**config.mk**
```make
export PLATFORM = sky130hd
export DESIGN_NAME = cdt_div_cell
export DESIGN_NICKNAME = d
export VERILOG_FILES = /design/src/sv/cdt_pkg.sv /design/src/sv/cdt_div_cell.sv
export VERILOG_INCLUDE_DIRS = /design/src /design/src/sv
export SDC_FILE = /design/constraint.sdc
export NUM_CORES = 1
export LEC_CHECK = 0
export ABC_AREA = 1
export BUFFER_PORTS_ARGS = -buffer_cell sky130_fd_sc_hd__buf_2
export CAP_MARGIN = 20
export CORE_ASPECT_RATIO = 0.5
export CORE_MARGIN = 1
export CORE_UTILIZATION = 47
export DETAILED_ROUTE_END_ITERATION = 8
export GPL_TIMING_DRIVEN = 0
export PLACE_DENSITY_LB_ADDON = 0.3
export SETUP_SLACK_MARGIN = 0.02
export SYNTH_ARGS = -nofsm -noshare
export SYNTH_HDL_FRONTEND = slang
export SYNTH_SLANG_ARGS = --single-unit
```
**constraint.sdc**
```tcl
create_clock -name clock -period 8.55 [get_ports clock]
set_input_delay 1.2825 -clock clock [delete_from_list [all_inputs] [get_ports clock]]
set_output_delay 1.2825 -clock clock [all_outputs]
set_load 0.02 [all_outputs]
```
**src/sv/cubemap_direction_to_texel_assert.svh**
```systemverilog
// Assertion macros for the cube-map texel addressing block.
// Included by every module of the block that carries concurrent checks.
`ifndef CUBEMAP_DIRECTION_TO_TEXEL_ASSERT_SVH
`define CUBEMAP_DIRECTION_TO_TEXEL_ASSERT_SVH
`ifndef SYNTHESIS
// Same-cycle implication.
`define CDT_ASSERT_IMPLIES(lbl, clk, rst, ante, cons, msg) \
   lbl: assert property (@(posedge clk) disable iff (rst) (ante) |-> (cons)) \
      else $error(msg);
// Next-cycle implication.
`define CDT_ASSERT_NEXT(lbl, clk, rst, ante, cons, msg) \
   lbl: assert property (@(posedge clk) disable iff (rst) (ante) |=> (cons)) \
      else $error(msg);
`else
`define CDT_ASSERT_IMPLIES(lbl, clk, rst, ante, cons, msg)
`define CDT_ASSERT_NEXT(lbl, clk, rst, ante, cons, msg)
`endif
`endif

```
**src/sv/cdt_pkg.sv**
```systemverilog
// Shared types and constants of the cube-map texel addressing block.
// No dependencies; used by every module of the block.
package cdt_pkg;

   localparam int COORD_BITS_DEF = 16;
   localparam int SIZE_W         = 12;
   localparam int QUO_W          = SIZE_W;
   localparam int IDX_W          = 24;
   localparam int COLOUR_W       = 8;
   localparam int FACE_W         = 3;
   localparam int RSP_DATA_W     = ((FACE_W + 2 * SIZE_W + IDX_W + 3 * COLOUR_W + 7) / 8) * 8;

   localparam logic [SIZE_W-1:0] FACE_SIZE_RESET = 12'd1024;

   typedef enum logic [FACE_W-1:0] {
      FACE_XP = 3'd0,
      FACE_XN = 3'd1,
      FACE_YP = 3'd2,
      FACE_YN = 3'd3,
      FACE_ZP = 3'd4,
      FACE_ZN = 3'd5
   } face_type;

   // Fields that ride alongside the arithmetic through every stage.
   typedef struct packed {
      face_type            face;
      logic                zero;
      logic [COLOUR_W-1:0] red;
      logic [COLOUR_W-1:0] green;
      logic [COLOUR_W-1:0] blue;
   } side_type;

endpackage

```
**src/sv/cdt_div_cell.sv**
```systemverilog
// One restoring-division cell: settles quotient bit SHIFT for column and row.
// Depends on cdt_pkg and the assertion macro header.
`include "cubemap_direction_to_texel_assert.svh"
module cdt_div_cell import cdt_pkg::*; #(
   parameter int COORD_BITS = COORD_BITS_DEF,
   parameter int SHIFT      = 0,
   localparam int NW        = COORD_BITS + 1 + SIZE_W
) (
   input  logic                clock,
   input  logic                reset,
   input  logic                in_valid,
   output logic                in_ready,
   input  side_type            in_side,
   input  logic [COORD_BITS:0] in_div,
   input  logic [NW-1:0]       in_rem_col,
   input  logic [NW-1:0]       in_rem_row,
   input  logic [QUO_W-1:0]    in_quo_col,
   input  logic [QUO_W-1:0]    in_quo_row,
   output logic                out_valid,
   input  logic                out_ready,
   output side_type            out_side,
   output logic [COORD_BITS:0] out_div,
   output logic [NW-1:0]       out_rem_col,
   output logic [NW-1:0]       out_rem_row,
   output logic [QUO_W-1:0]    out_quo_col,
   output logic [QUO_W-1:0]    out_quo_row
);

   logic [NW-1:0]         dsh, dsh_held;
   logic                  ge_col, ge_row, load;
   logic                  valid_ff, valid_in;
   side_type              side_ff;
   logic [COORD_BITS:0]   div_ff;
   logic [NW-1:0]         rem_col_ff, rem_col_in, rem_row_ff, rem_row_in;
   logic [QUO_W-1:0]      quo_col_ff, quo_col_in, quo_row_ff, quo_row_in;

   assign dsh      = NW'(in_div) << SHIFT;
   assign ge_col   = in_rem_col >= dsh;
   assign ge_row   = in_rem_row >= dsh;
   assign in_ready = !valid_ff || out_ready;
   assign load     = in_valid && in_ready;

   always_comb begin
      valid_in          = in_ready ? in_valid : valid_ff;
      rem_col_in        = ge_col ? (in_rem_col - dsh) : in_rem_col;
      rem_row_in        = ge_row ? (in_rem_row - dsh) : in_rem_row;
      quo_col_in        = in_quo_col;
      quo_row_in        = in_quo_row;
      quo_col_in[SHIFT] = ge_col;
      quo_row_in[SHIFT] = ge_row;
   end

   always_ff @(posedge clock) begin
      if (reset) begin
         valid_ff <= 1'b0;
      end else begin
         valid_ff <= valid_in;
      end
   end

   always_ff @(posedge clock) begin
      if (load) begin
         side_ff    <= in_side;
         div_ff     <= in_div;
         rem_col_ff <= rem_col_in;
         rem_row_ff <= rem_row_in;
         quo_col_ff <= quo_col_in;
         quo_row_ff <= quo_row_in;
      end
   end

   assign out_valid   = valid_ff;
   assign out_side    = side_ff;
   assign out_div     = div_ff;
   assign out_rem_col = rem_col_ff;
   assign out_rem_row = rem_row_ff;
   assign out_quo_col = quo_col_ff;
   assign out_quo_row = quo_row_ff;

   assign dsh_held = NW'(div_ff) << SHIFT;

   `CDT_ASSERT_IMPLIES(a_cell_rem_bound, clock, reset,
      valid_ff && (div_ff != '0),
      (rem_col_ff < dsh_held) && (rem_row_ff < dsh_held),
      "partial remainder not reduced below shifted divisor")

endmodule

```
Word level (Yosys, flattened, before mapping)
Index checks and enable logic that the tools add are counted.
- magnitude comparators: 2
- reductions and logical operators: 3
- muxes and demuxes: 2
- add/sub/neg operators: 2
- operator list (kind ; count):
    $ge A29 B17 Y1 ; 2
    $mux W29 ; 2
    $sub A29 B17 Y29 ; 2
    $logic_and A1 B1 Y1 ; 1
    $logic_not A1 Y1 ; 1
    $logic_or A1 B1 Y1 ; 1
- bits in registers: 128
- bits of input ports: 131
- output and inout bits: 129
- logic and storage cells: 20

Logic depth before layout (Yosys ltp)
Gate-level depths: netlist of run 1.
- depth after elaboration: 3
- depth in mapped cells: 16
- gate-level depth less buffers: 15

Worst setup path before layout of run 1
OpenSTA, ideal clock, no wires.
- path kind: input -> register
- start: input port in_valid
- end: register div_ff[0], in the netlist out_div[0] (enable)
- setup slack: 0.455 ns
- stages: 2
- arrival time: 7.440 ns
- library setup time: 0.655 ns
- buffers on the path: 0
- required time: 7.895 ns
- cells stage by stage: inv_1 a21oi_1
- word-level cells in the longest chain between the ends: 1
- ends and longest elaborated chain (item ; line ; RTL):
    start: declaration ; cdt_div_cell.sv:11 ; input logic in_valid,
    $logic_and A1 B1 Y1 ; cdt_div_cell.sv:41 ; assign load = in_valid && in_ready;
    via load ; cdt_div_cell.sv:30 ; logic ge_col, ge_row, load;
    end signal: assignment ; cdt_div_cell.sv:64 ; div_ff <= in_div;
    end: declaration ; cdt_div_cell.sv:33 ; logic [COORD_BITS:0] div_ff;
The timed path passes the listed nets, and every way through them passes these cells.
A chain may end at the register's enable or synchronous reset.

Final worst setup path of run 1
- start: input port out_ready
- end: output port in_ready
- word-level cells in the longest chain between the ends: 1
- ends and longest elaborated chain (item ; line ; RTL):
    start: declaration ; cdt_div_cell.sv:20 ; input logic out_ready,
    $logic_or A1 B1 Y1 ; cdt_div_cell.sv:40 ; assign in_ready = !valid_ff || out_ready;
    end: declaration ; cdt_div_cell.sv:12 ; output logic in_ready,
Every way passes these cells.

==> results of run 1 <==
[cell families (layout without fill, tap and decap cells)]
group / Yosys count / after routing
buf+inv: 206 / 500
flops: 128 / 128
compound gates: 39 / 39
xor+xnor: 21 / 21
simple gates: 624 / 624
fa+ha+maj: 36 / 36
[per-layer routing]
| layer | part of all wire, % | up-vias |
|---|---|---|
| met5 | 0 | - |
| met4 | 1.4 | 0 |
| met3 | 5.1 | 26 |
| met2 | 48 | 215 |
| met1 | 46 | 3459 |
| li1 | - | 3862 |
[layout make-up]
class	instances	area, um^2
clock inverters	12	160
fillers	1501	6190
clock buffers	20	447
plain buffers	8	97.6
repair buffers	262	1410
flip-flops and latches	128	3830
multi-input cells	720	3520
well taps	227	284
inverters	198	746
[cells in the mapped netlist, types with 3 or more instances]
library cell,number,area (um^2)
sky130_fd_sc_hd__inv_2,7,26.3
sky130_fd_sc_hd__nand3_2,4,40.0
sky130_fd_sc_hd__a21oi_1,25,125
sky130_fd_sc_hd__edfxtp_1,127,3810
sky130_fd_sc_hd__a21oi_2,9,78.8
sky130_fd_sc_hd__inv_1,189,709
sky130_fd_sc_hd__nand3b_1,3,22.5
sky130_fd_sc_hd__nand3_1,63,315
sky130_fd_sc_hd__nand2_4,4,45.0
sky130_fd_sc_hd__nand2b_1,4,25.0
sky130_fd_sc_hd__nor2_1,80,300
sky130_fd_sc_hd__nor2_2,9,56.3
sky130_fd_sc_hd__nor3_1,9,45.0
sky130_fd_sc_hd__ha_1,34,425
sky130_fd_sc_hd__xor2_1,19,166
sky130_fd_sc_hd__nand4_1,8,50.1
sky130_fd_sc_hd__nand2_1,421,1580
sky130_fd_sc_hd__nand2_2,13,81.3
sky130_fd_sc_hd__buf_6,6,67.6
[where the power goes]
group | total [W] | internal [W] | switching [W]
Combinational | 0.000419 | 0.000142 | 0.000277
Sequential | 0.000766 | 0.000754 | 0.0000116
Clock | 0.000747 | 0.000469 | 0.000279
[registers in the layout, summed over array words and instances, names as in the netlist]
| signal | cells |
|---|---|
| out_div | 17 |
| out_valid | 1 |
| out_side | 28 |
| out_rem_col | 29 |
| out_quo_col | 12 |
| out_rem_row | 29 |
| out_quo_row | 12 |
[tightest hold or removal path: cells and delay by family (launching register included)]
| kind | cells | cell delay [ns] |
|---|---|---|
| AO/OA/AOI/OAI | 1 | 0.06 |
| AND/OR/NAND/NOR | 1 | 0.11 |
| flip-flops | 1 | 0.35 |
[cells in the final DEF, fill, tap and decap left out, types with 13 or more instances in the layout]
master	n
sky130_fd_sc_hd__edfxtp_1	127
sky130_fd_sc_hd__inv_1	189
sky130_fd_sc_hd__nor2_1	80
sky130_fd_sc_hd__nand2_2	13
sky130_fd_sc_hd__nand3_1	63
sky130_fd_sc_hd__nand2_1	421
sky130_fd_sc_hd__ha_1	34
sky130_fd_sc_hd__a21oi_1	24
sky130_fd_sc_hd__xor2_1	19
sky130_fd_sc_hd__buf_2	257
sky130_fd_sc_hd__clkbuf_16	17
[per-stage QoR]
step	hold slack, ns	setup TNS (ns)	cell area (um^2)
final	0.552	0	10500
after global routing	0.581	0	10500
after CTS	0.556	0	10500
after detailed placement	0.548	0	9890
after global placement	0.476	-231.16	9750
after floorplan	0.705	0	8180
[how the worst max path moves through the flow]
stage          cells after the start  slack [ns]        from               to
2_1_floorplan                      2        0.45    in_valid       out_div[0]
3_3_place_gp                       3       -1.83    in_valid  out_rem_col[18]
3_5_place_dp                      12        5.15  in_div[12]  out_rem_row[28]
4_1_cts                            4        5.52   out_ready         in_ready
5_1_grt                           13        5.44   in_div[7]  out_rem_row[13]
6_report                           4        5.53   out_ready         in_ready
==> summary.log, run 1 <==
qor: worst_setup_path.critical_path_peak_fanout 2
qor: hold_path.min_to out_valid
qor: timing.period_needed 3.02 ns
qor: floorplanning.starting_utilization_of_the_core_area 49.1%
qor: global_routing.grt_start_max_net_pins 30
qor: global_routing.grt_first_pass_wirelength 36,500 um
qor: worst_setup_path.critical_path.top_delay_family buffers and inverters
qor: worst_setup_path.worstSetupStartpointType input port
qor: timing.max_slew_margin 72.2%
qor: logic_synthesis.synth_nets 1,221
qor: routing.detail_route.first_pass.iterations 5
qor: logic_synthesis.synth_compound_gate_area_share 2.94%
qor: hold_path.min_from out_valid
qor: timing.maximum_achievable_frequency 331 MHz
qor: global_routing.groute.layer.met2.usage 46.2%
qor: logic_synthesis.synth_area_per_cell 7.76 um^2
qor: worst_setup_path.critical_path.reg2reg.endpoint out_rem_row[26]
qor: cts.clock_sink_count 128
qor: hold_path.hold_path.class reg -> reg
qor: cts.ctsLongestPathBuffers 2
qor: worst_setup_path.worst_path_max_delay_cell sky130_fd_sc_hd__buf_2
qor: logic_synthesis.synth.area.mux_share 0%
qor: logic_synthesis.synth_enable_flop_cells 127
qor: logic_synthesis.synth_xor_xnor_area_share 2.25%
qor: flow_run.drv.max_cap_violation_count 0
qor: hold_path.worst_hold_path.num_cells 2
qor: logic_synthesis.synth-simple-area-share 32.0%
qor: worst_setup_path.r2r_cells 4
qor: routing.finalWirelength 23,100 um
qor: floorplanning.fp.dieArea 0.0180 mm^2
qor: finish.final-instance-count-excl-fill 1,575
qor: timing.setup_ws 5.53 ns
qor: logic_synthesis.most_common_flop_cell_mapped_by_yosys sky130_fd_sc_hd__edfxtp_1
qor: floorplanning.die_extent_in_y 95.3 um
qor: worst_setup_path.timing.critical_path.to_type primary output
qor: finish.final_layout_size_suffix_gt1_share 26.2%
qor: worst_setup_path.crit_arrival 1.74 ns
qor: placed_design.place_inst 1,543
qor: cts.clk_transition_reported_paths 0.06 ns
qor: worst_setup_path.cp_cell_sequence buf_2 -> inv_1 -> nand2_1 -> buf_2
qor: floorplanning.ios 260
qor: logic_synthesis.synthCells 1,054
qor: global_routing.grt_pass1_vias 7,291
qor: global_routing.met3_usage 5.34%
qor: timing.slew_violations 0
qor: finish.antenna_cells 0
qor: placed_design.detailedPlacementHpwl 18,900 um
qor: placed_design.total_of_buffers_placed_on_input_and_output_ports 257
qor: timing.min_period_over_period 35.4%
qor: cts.ctsRootBufferMaster sky130_fd_sc_hd__clkbuf_16
qor: cts.tritoncts.num_buffers 17
qor: placed_design.pre_cts_ws 5.15 ns
qor: finish.layout.core_utilization 62.9%
qor: worst_setup_path.worst_path_most_repeated_cell sky130_fd_sc_hd__buf_2
qor: global_routing.track_usage 26.3%
qor: finish.area.growth.synth_to_final 28.2%
qor: cts.ctsHtreeMaxLevel 4
qor: worst_setup_path.rrSetupSlack 6.90 ns
qor: worst_setup_path.startpoint_of_the_worst_register_to_register_path out_valid
qor: worst_setup_path.worstSetupPathType in -> out
qor: routing.first_iter_violations 467
qor: logic_synthesis.synth.ff_latch_count 128
qor: routing.routed-via-count 7,562
qor: power.power_density 184 mW/mm^2
qor: logic_synthesis.netlist_cell_types 33
qor: cts.worstSkewPairLatency 0.42 ns
qor: routing.wl_per_cell 14.7 um
qor: logic_synthesis.synth-warning-count 0
qor: power.total_power 0.00193 W
qor: floorplanning.die_width 189 um
qor: outcome.outcome complete, no violations
qor: logic_synthesis.synthesis.area 0.00818 mm^2
qor: timing.worst_pin_slew 0.416 ns
qor: placed_design.globalplace.congestion 0.973
qor: worst_setup_path.number_of_buffers_and_inverters_on_the_critical_path 3
qor: cts.tritoncts_clock_tree yes
qor: timing.hold_violations 0
qor: cts.post_cts.resized_instances 0
qor: timing.grt_setup_unrepaired no
qor: logic_synthesis.synth.yosys.seq_area_share 46.8%
qor: floorplanning.core-area 0.0167 mm^2
qor: global_routing.grt_use_met1 33.7%
qor: routing.antenna_violating_nets_post_route 0
qor: power.static-leakage-power 5.47 nW
qor: cts.cts_hold_buf 0
qor: global_routing.grt-ovfl-total 0
qor: routing.post-route-drc-count 0
qor: finish.nets_finish 1,502
qor: global_routing.antenna_violations_before_repair 0
qor: floorplanning.rows 33
qor: worst_setup_path.worst_path_largest_cell_delay 0.17 ns
qor: logic_synthesis.share_of_synthesized_cell_area_in_full_adder_half_adder_and_majority_cells 5.69%
qor: logic_synthesis.synth-async-reset-ratio 0%
qor: logic_synthesis.synth_top_family_by_area simple AND/OR/NAND/NOR gates
qor: global_routing.peak_usage_layer_in_the_global_routing_report met2
qor: cts.post_cts.repair.setup_buffers 0
qor: routing.detailed_route_vias_per_instance 4.80
qor: timing.final.setup_skew 0.00725 ns
qor: power.worst_ir_drop_vdd 133 uV
qor: timing.finalSetupViolCount 0
qor: worst_setup_path.data_required_time_of_the_critical_path 7.27 ns
Power figures use the tool's default switching activity.
==> run 2: changes to the inputs <==
==> constraint.sdc (replaced) <==
create_clock -name clock -period 2.4 [get_ports clock]
set_input_delay 0.36 -clock clock [delete_from_list [all_inputs] [get_ports clock]]
set_output_delay 0.36 -clock clock [all_outputs]
set_load 0.02 [all_outputs]
==> run 2 against run 1 <==
Effect of this change: routed wire length down 0.97%; worst hold slack worse by 0.47 ns; total power grew to 3.4 times the previous value; global-route usage fell by 0.60 points; first-iteration DRC count is 5.1% lower; non-clock buffer count fell by 1; die area unchanged; critical path type is now in -> reg.
==> summary.log, run 2 (synthesis gave the netlist of run 1 again) <==
qor: outcome.outcome complete, no violations
qor: timing.maximum_achievable_frequency 481 MHz
qor: hold_path.hold_path.class in -> reg
qor: cts.clk_transition_reported_paths 0.06 ns
qor: floorplanning.starting_utilization_of_the_core_area 49.1%
qor: power.worst_ir_drop_vdd 509 uV
qor: floorplanning.fp.dieArea 0.0180 mm^2
qor: timing.final.setup_skew 0.00721 ns
qor: floorplanning.rows 33
qor: cts.cts_hold_buf 0
qor: timing.whs 0.0830 ns
qor: timing.period_needed 2.08 ns
qor: floorplanning.die_width 189 um
qor: global_routing.antenna_violations_before_repair 0
qor: timing.hold_violations 0
qor: finish.area_of_the_multi_input_gates 0.00352 mm^2
qor: timing.max_slew_margin 58.1%
qor: routing.detailed_route_vias_per_instance 4.84
qor: worst_setup_path.timing.critical_path.to_type register
qor: timing.worst_pin_slew 0.627 ns
qor: timing.grt_setup_unrepaired no
qor: worst_setup_path.worstSetupPathType in -> reg
qor: power.static-leakage-power 5.43 nW
qor: finish.final_layout_size_suffix_gt1_share 26.2%
qor: routing.post-route-drc-count 0
qor: timing.min_period_over_period 86.7%
qor: finish.nets_finish 1,501
qor: timing.finalSetupTns 0 ns
qor: placed_design.detailedPlacementHpwl 18,600 um
qor: finish.layout.cells.most_common_list sky130_fd_sc_hd__nand2_1 (421), sky130_fd_sc_hd__buf_2 (257), sky130_fd_sc_hd__inv_1 (188)
qor: cts.post_cts.repair.setup_buffers 0
qor: routing.first_iter_violations 443
qor: cts.worstSkewPairLatency 0.42 ns
qor: global_routing.grt_start_max_net_pins 33
qor: cts.ctsRootBufferMaster sky130_fd_sc_hd__clkbuf_16
qor: worst_setup_path.critical_path_peak_fanout 10
qor: global_routing.peak_usage_layer_in_the_global_routing_report met2
qor: routing.detail_route.first_pass.iterations 5
qor: cts.ctsLongestPathBuffers 2
qor: global_routing.track_usage 25.7%
qor: timing.slew_violations 0
qor: floorplanning.ios 260
qor: finish.antenna_cells 0
qor: global_routing.met3_usage 5.04%
qor: finish.final_common_cell sky130_fd_sc_hd__nand2_1
qor: global_routing.grt_first_pass_wirelength 35,600 um
qor: cts.tritoncts.num_buffers 17
qor: finish.seq_area 0.00384 mm^2
qor: floorplanning.die_extent_in_y 95.3 um
qor: floorplanning.core-area 0.0167 mm^2
qor: worst_setup_path.data_required_time_of_the_critical_path 2.56 ns
qor: cts.post_cts.resized_instances 0
qor: power.power_density 636 mW/mm^2
qor: finish.area.growth.synth_to_final 27.1%
qor: cts.tritoncts_clock_tree yes
qor: global_routing.grt_pass1_vias 7,096
qor: worst_setup_path.crit_arrival 2.24 ns
qor: routing.antenna_violating_nets_post_route 0
qor: cts.clock_sink_count 128
qor: placed_design.total_of_buffers_placed_on_input_and_output_ports 257
qor: placed_design.globalplace.congestion 0.940
qor: routing.wl_per_cell 14.5 um
qor: global_routing.grt_use_met1 33.3%
qor: global_routing.groute.layer.met2.usage 44.8%
qor: routing.finalWirelength 22,900 um
qor: routing.routed-via-count 7,621
qor: worst_setup_path.worstSetupStartpointType input port
qor: flow_run.drv.max_cap_violation_count 0
qor: finish.fill_cells 1,549
qor: cts.ctsHtreeMaxLevel 4
qor: global_routing.grt-ovfl-total 0
qor: timing.finalSetupViolCount 0
run 2: worst paths after layout:
check	from	endpoint	slack, ns	depth (start not counted)
worst min-delay path	reset	out_valid	0.08	2
worst max-delay path	in_div[16]	out_rem_row[26]	0.32	12
worst min register to register	out_valid	out_valid	0.54	2
worst max register to register	out_valid	out_div[3]	0.68	3
run 2: power by group:
group,switching [W],leakage [nW],internal (W),total [W]
sequential,0.0000384,1.23,0.00269,0.00272
combinational,0.000984,3.93,0.000499,0.00148
clock,0.000993,0.269,0.00142,0.00241
run 2: per-stage QoR:
stage | setup slack, ns | std cells | total power (W) | area [um^2] | util, %
2_1_floorplan | -0.545 | 1054 | 0.00373 | 8200 | -
3_3_place_gp | -1.35 | 1538 | 0.00421 | 9770 | 58.6
3_5_place_dp | -0.0821 | 1542 | 0.00424 | 9860 | 59.1
4_1_cts | 0.364 | 1574 | 0.00668 | 10400 | 62.4
5_1_grt | 0.205 | 1574 | 0.00693 | 10400 | 62.4
6_report | 0.319 | 1574 | 0.00662 | 10400 | 62.4
run 2: routing by layer:
| metal | up-vias | wire [um] |
|---|---|---|
| li1 | 3853 | - |
| met1 | 3497 | 10400 |
| met2 | 248 | 11000 |
| met3 | 23 | 1300 |
| met4 | 0 | 248 |
| met5 | - | 0 |
run 2: layout make-up:
cell class / count / share of cell area, %
clock inverters: 14 / 1.13
flip-flops and latches: 128 / 36.9
inverters: 198 / 7.17
plain buffers: 8 / 0.938
multi-input cells: 720 / 33.8
repair buffers: 261 / 13.2
well taps: 227 / 2.73
clock buffers: 18 / 4.13
run 2: worst max-delay path: stages:
cell	delay (ns)
sky130_fd_sc_hd__buf_2	0.10
sky130_fd_sc_hd__inv_1	0.15
sky130_fd_sc_hd__ha_1	0.31
sky130_fd_sc_hd__a21oi_1	0.26
sky130_fd_sc_hd__nand2_1	0.14
sky130_fd_sc_hd__nor2_2	0.15
sky130_fd_sc_hd__nand2_1	0.07
sky130_fd_sc_hd__clkinv_1	0.05
sky130_fd_sc_hd__nand2_2	0.07
sky130_fd_sc_hd__a21oi_4	0.28
sky130_fd_sc_hd__buf_6	0.20
sky130_fd_sc_hd__a21oi_1	0.07
==> run 3: changes to the inputs <==
--- a/config.mk
+++ b/config.mk
@@ -11,7 +11,7 @@
 export CAP_MARGIN = 20
 export CORE_ASPECT_RATIO = 0.5
 export CORE_MARGIN = 1
-export CORE_UTILIZATION = 47
+export CORE_UTILIZATION = 45
 export DETAILED_ROUTE_END_ITERATION = 8
 export GPL_TIMING_DRIVEN = 0
 export PLACE_DENSITY_LB_ADDON = 0.3
==> run 3 against run 2 <==
Effect of this change: the flow now finishes with violations (design-rule violations); routed wire length rose by 0.77%; via count fell by 1.7%; maximum frequency fell by 0.15%; die area rose by 4.4%; final cell count rose by 0.51%; count of clock-buffer cells in the layout did not move; clock power rose by 17%; largest cell class unchanged.
==> summary.log, run 3 (synthesis gave the netlist of run 1 again) <==
qor: outcome.outcome complete, but fails checks
qor: outcome.violations design-rule violations
qor: worst_setup_path.data_required_time_of_the_critical_path 2.56 ns
qor: cts.tritoncts.num_buffers 17
qor: floorplanning.die_width 193 um
qor: power.internal-power 0.00495 W
qor: cts.cts_hold_buf 0
qor: global_routing.antenna_violations_before_repair 0
qor: power.netSwitchingPower 0.00207 W
qor: worst_setup_path.worstSetupStartpointType input port
qor: placed_design.total_of_buffers_placed_on_input_and_output_ports 257
qor: power.static-leakage-power 5.48 nW
qor: hold_path.hold_path.class in -> reg
qor: worst_setup_path.critical_path_peak_fanout 10
qor: timing.max_slew_margin 64.9%
qor: placed_design.globalplace.congestion 0.996
qor: global_routing.track_usage 25.1%
qor: global_routing.grt_pass1_vias 7,107
qor: finish.area_of_the_multi_input_gates 0.00352 mm^2
qor: hold_path.worst_hold_path.num_cells 2
qor: cts.clk_transition_reported_paths 0.06 ns
qor: routing.detailed_route_vias_per_instance 4.74
qor: power.power.clock.fraction 40.0%
qor: cts.post_cts.resized_instances 0
qor: cts.ctsHtreeMaxLevel 4
qor: finish.antenna_cells 0
qor: floorplanning.core-area 0.0176 mm^2
qor: routing.detail_route.first_pass.iterations 7
qor: timing.min_period_over_period 86.8%
qor: global_routing.grt-ovfl-total 0
qor: finish.final_common_cell sky130_fd_sc_hd__nand2_1
qor: finish.nets_finish 1,502
qor: timing.slew_violations 0
qor: worst_setup_path.worstSetupPathType in -> reg
qor: routing.first_iter_violations 461
qor: floorplanning.ios 260
qor: global_routing.grt_start_max_net_pins 31
qor: timing.worst_pin_slew 0.526 ns
qor: finish.layout.cells.most_common_list sky130_fd_sc_hd__nand2_1 (421), sky130_fd_sc_hd__buf_2 (257), sky130_fd_sc_hd__inv_1 (188)
qor: finish.final_layout_size_suffix_gt1_share 26.4%
qor: timing.finalSetupViolCount 0
qor: power.pwr-share-seq 38.8%
qor: cts.worstSkewPairLatency 0.43 ns
qor: global_routing.grt_first_pass_wirelength 36,100 um
qor: worst_setup_path.r2r_cells 4
qor: routing.antenna_violating_nets_post_route 0
qor: floorplanning.starting_utilization_of_the_core_area 46.6%
qor: finish.area.growth.synth_to_final 28.7%
qor: routing.finalWirelength 23,000 um
qor: timing.final.setup_skew 0.00525 ns
qor: power.logic_pwr_share 21.2%
qor: cts.ctsRootBufferMaster sky130_fd_sc_hd__clkbuf_16
qor: timing.setup_ws 0.316 ns
qor: worst_setup_path.crit_arrival 2.25 ns
qor: routing.wl_per_cell 14.6 um
qor: timing.finalSetupTns 0 ns
qor: routing.post-route-drc-count 35
qor: routing.routed-via-count 7,491
qor: power.worst_ir_drop_vdd 499 uV
qor: timing.period_needed 2.08 ns
qor: timing.hold_violations 0
qor: floorplanning.rows 34
qor: power.power_density 667 mW/mm^2
qor: cts.clock_sink_count 128
qor: finish.seq_area 0.00384 mm^2
qor: power.netSwitchingFraction 29.5%
qor: floorplanning.fp.dieArea 0.0188 mm^2
qor: timing.grt_setup_unrepaired no
qor: cts.tritoncts_clock_tree yes
qor: finish.fill_cells 1,656
qor: floorplanning.die_extent_in_y 97.4 um
qor: placed_design.pre_cts_ws -0.122 ns
qor: cts.ctsLongestPathBuffers 2
qor: placed_design.detailedPlacementHpwl 19,000 um
qor: worst_setup_path.timing.critical_path.to_type register
qor: flow_run.drv.max_cap_violation_count 0
qor: timing.maximum_achievable_frequency 480 MHz
qor: power.total_power 0.00702 W
qor: cts.post_cts.repair.setup_buffers 0
## run 3: stage by stage
step	hold WS [ns]	utilization, %	cell area [um^2]	cells
after floorplan	0.419	-	8200	1054
after global placement	0.504	55.7	9780	1545
after detailed placement	0.525	56.4	9900	1550
after CTS	0.0668	59.9	10500	1582
after global routing	0.0710	59.9	10500	1582
final	0.0856	59.9	10500	1582
## run 3: path summary, 6_finish.rpt
check             slack (ns)               to  startpoint
hold / removal          0.09        out_valid       reset
setup / recovery        0.32  out_rem_row[22]   in_div[7]
setup reg to reg        0.63       out_div[0]   out_valid
hold reg to reg         0.55        out_valid   out_valid
## run 3: cell type report
cell class                      count  area share, %
Inverter                          198           7.08
Clock inverter                     14           1.91
Clock buffer                       18           4.08
Multi-Input combinational cell    720           33.4
Timing Repair Buffer              262           13.4
Buffer                              8          0.927
Tap cell                          234           2.78
Sequential cell                   128           36.4
## run 3: worst max-delay path, cell delays in order
cell                      delay, ns
sky130_fd_sc_hd__buf_2         0.10
sky130_fd_sc_hd__inv_1         0.08
sky130_fd_sc_hd__ha_1          0.37
sky130_fd_sc_hd__nand2_1       0.16
sky130_fd_sc_hd__inv_1         0.07
sky130_fd_sc_hd__nand2_1       0.06
sky130_fd_sc_hd__nand2_1       0.11
sky130_fd_sc_hd__a21oi_1       0.24
sky130_fd_sc_hd__nand2_2       0.12
sky130_fd_sc_hd__a21oi_4       0.29
sky130_fd_sc_hd__buf_6         0.21
sky130_fd_sc_hd__a21oi_1       0.08
## run 3: power groups by stage
stage / logic (W) / clock network (W) / registers (W)
3_5_place_dp: 0.00148 / 0 / 0.00277
4_1_cts: 0.00149 / 0.00286 / 0.00273
5_1_grt: 0.00165 / 0.00295 / 0.00274
2_1_floorplan: 0.000722 / 0 / 0.00301
6_report: 0.00149 / 0.00281 / 0.00272
3_3_place_gp: 0.00143 / 0 / 0.00278
## run 3: metal layers
| layer | GRT usage, % | share of wire [%] | vias up |
|---|---|---|---|
| li1 | - | - | 3859 |
| met3 | 5.38 | 6.6 | 37 |
| met4 | 8.18 | 2.0 | 0 |
| met1 | 33.0 | 45 | 3369 |
| met2 | 41.1 | 46 | 226 |
| met5 | 0 | 0 | - |
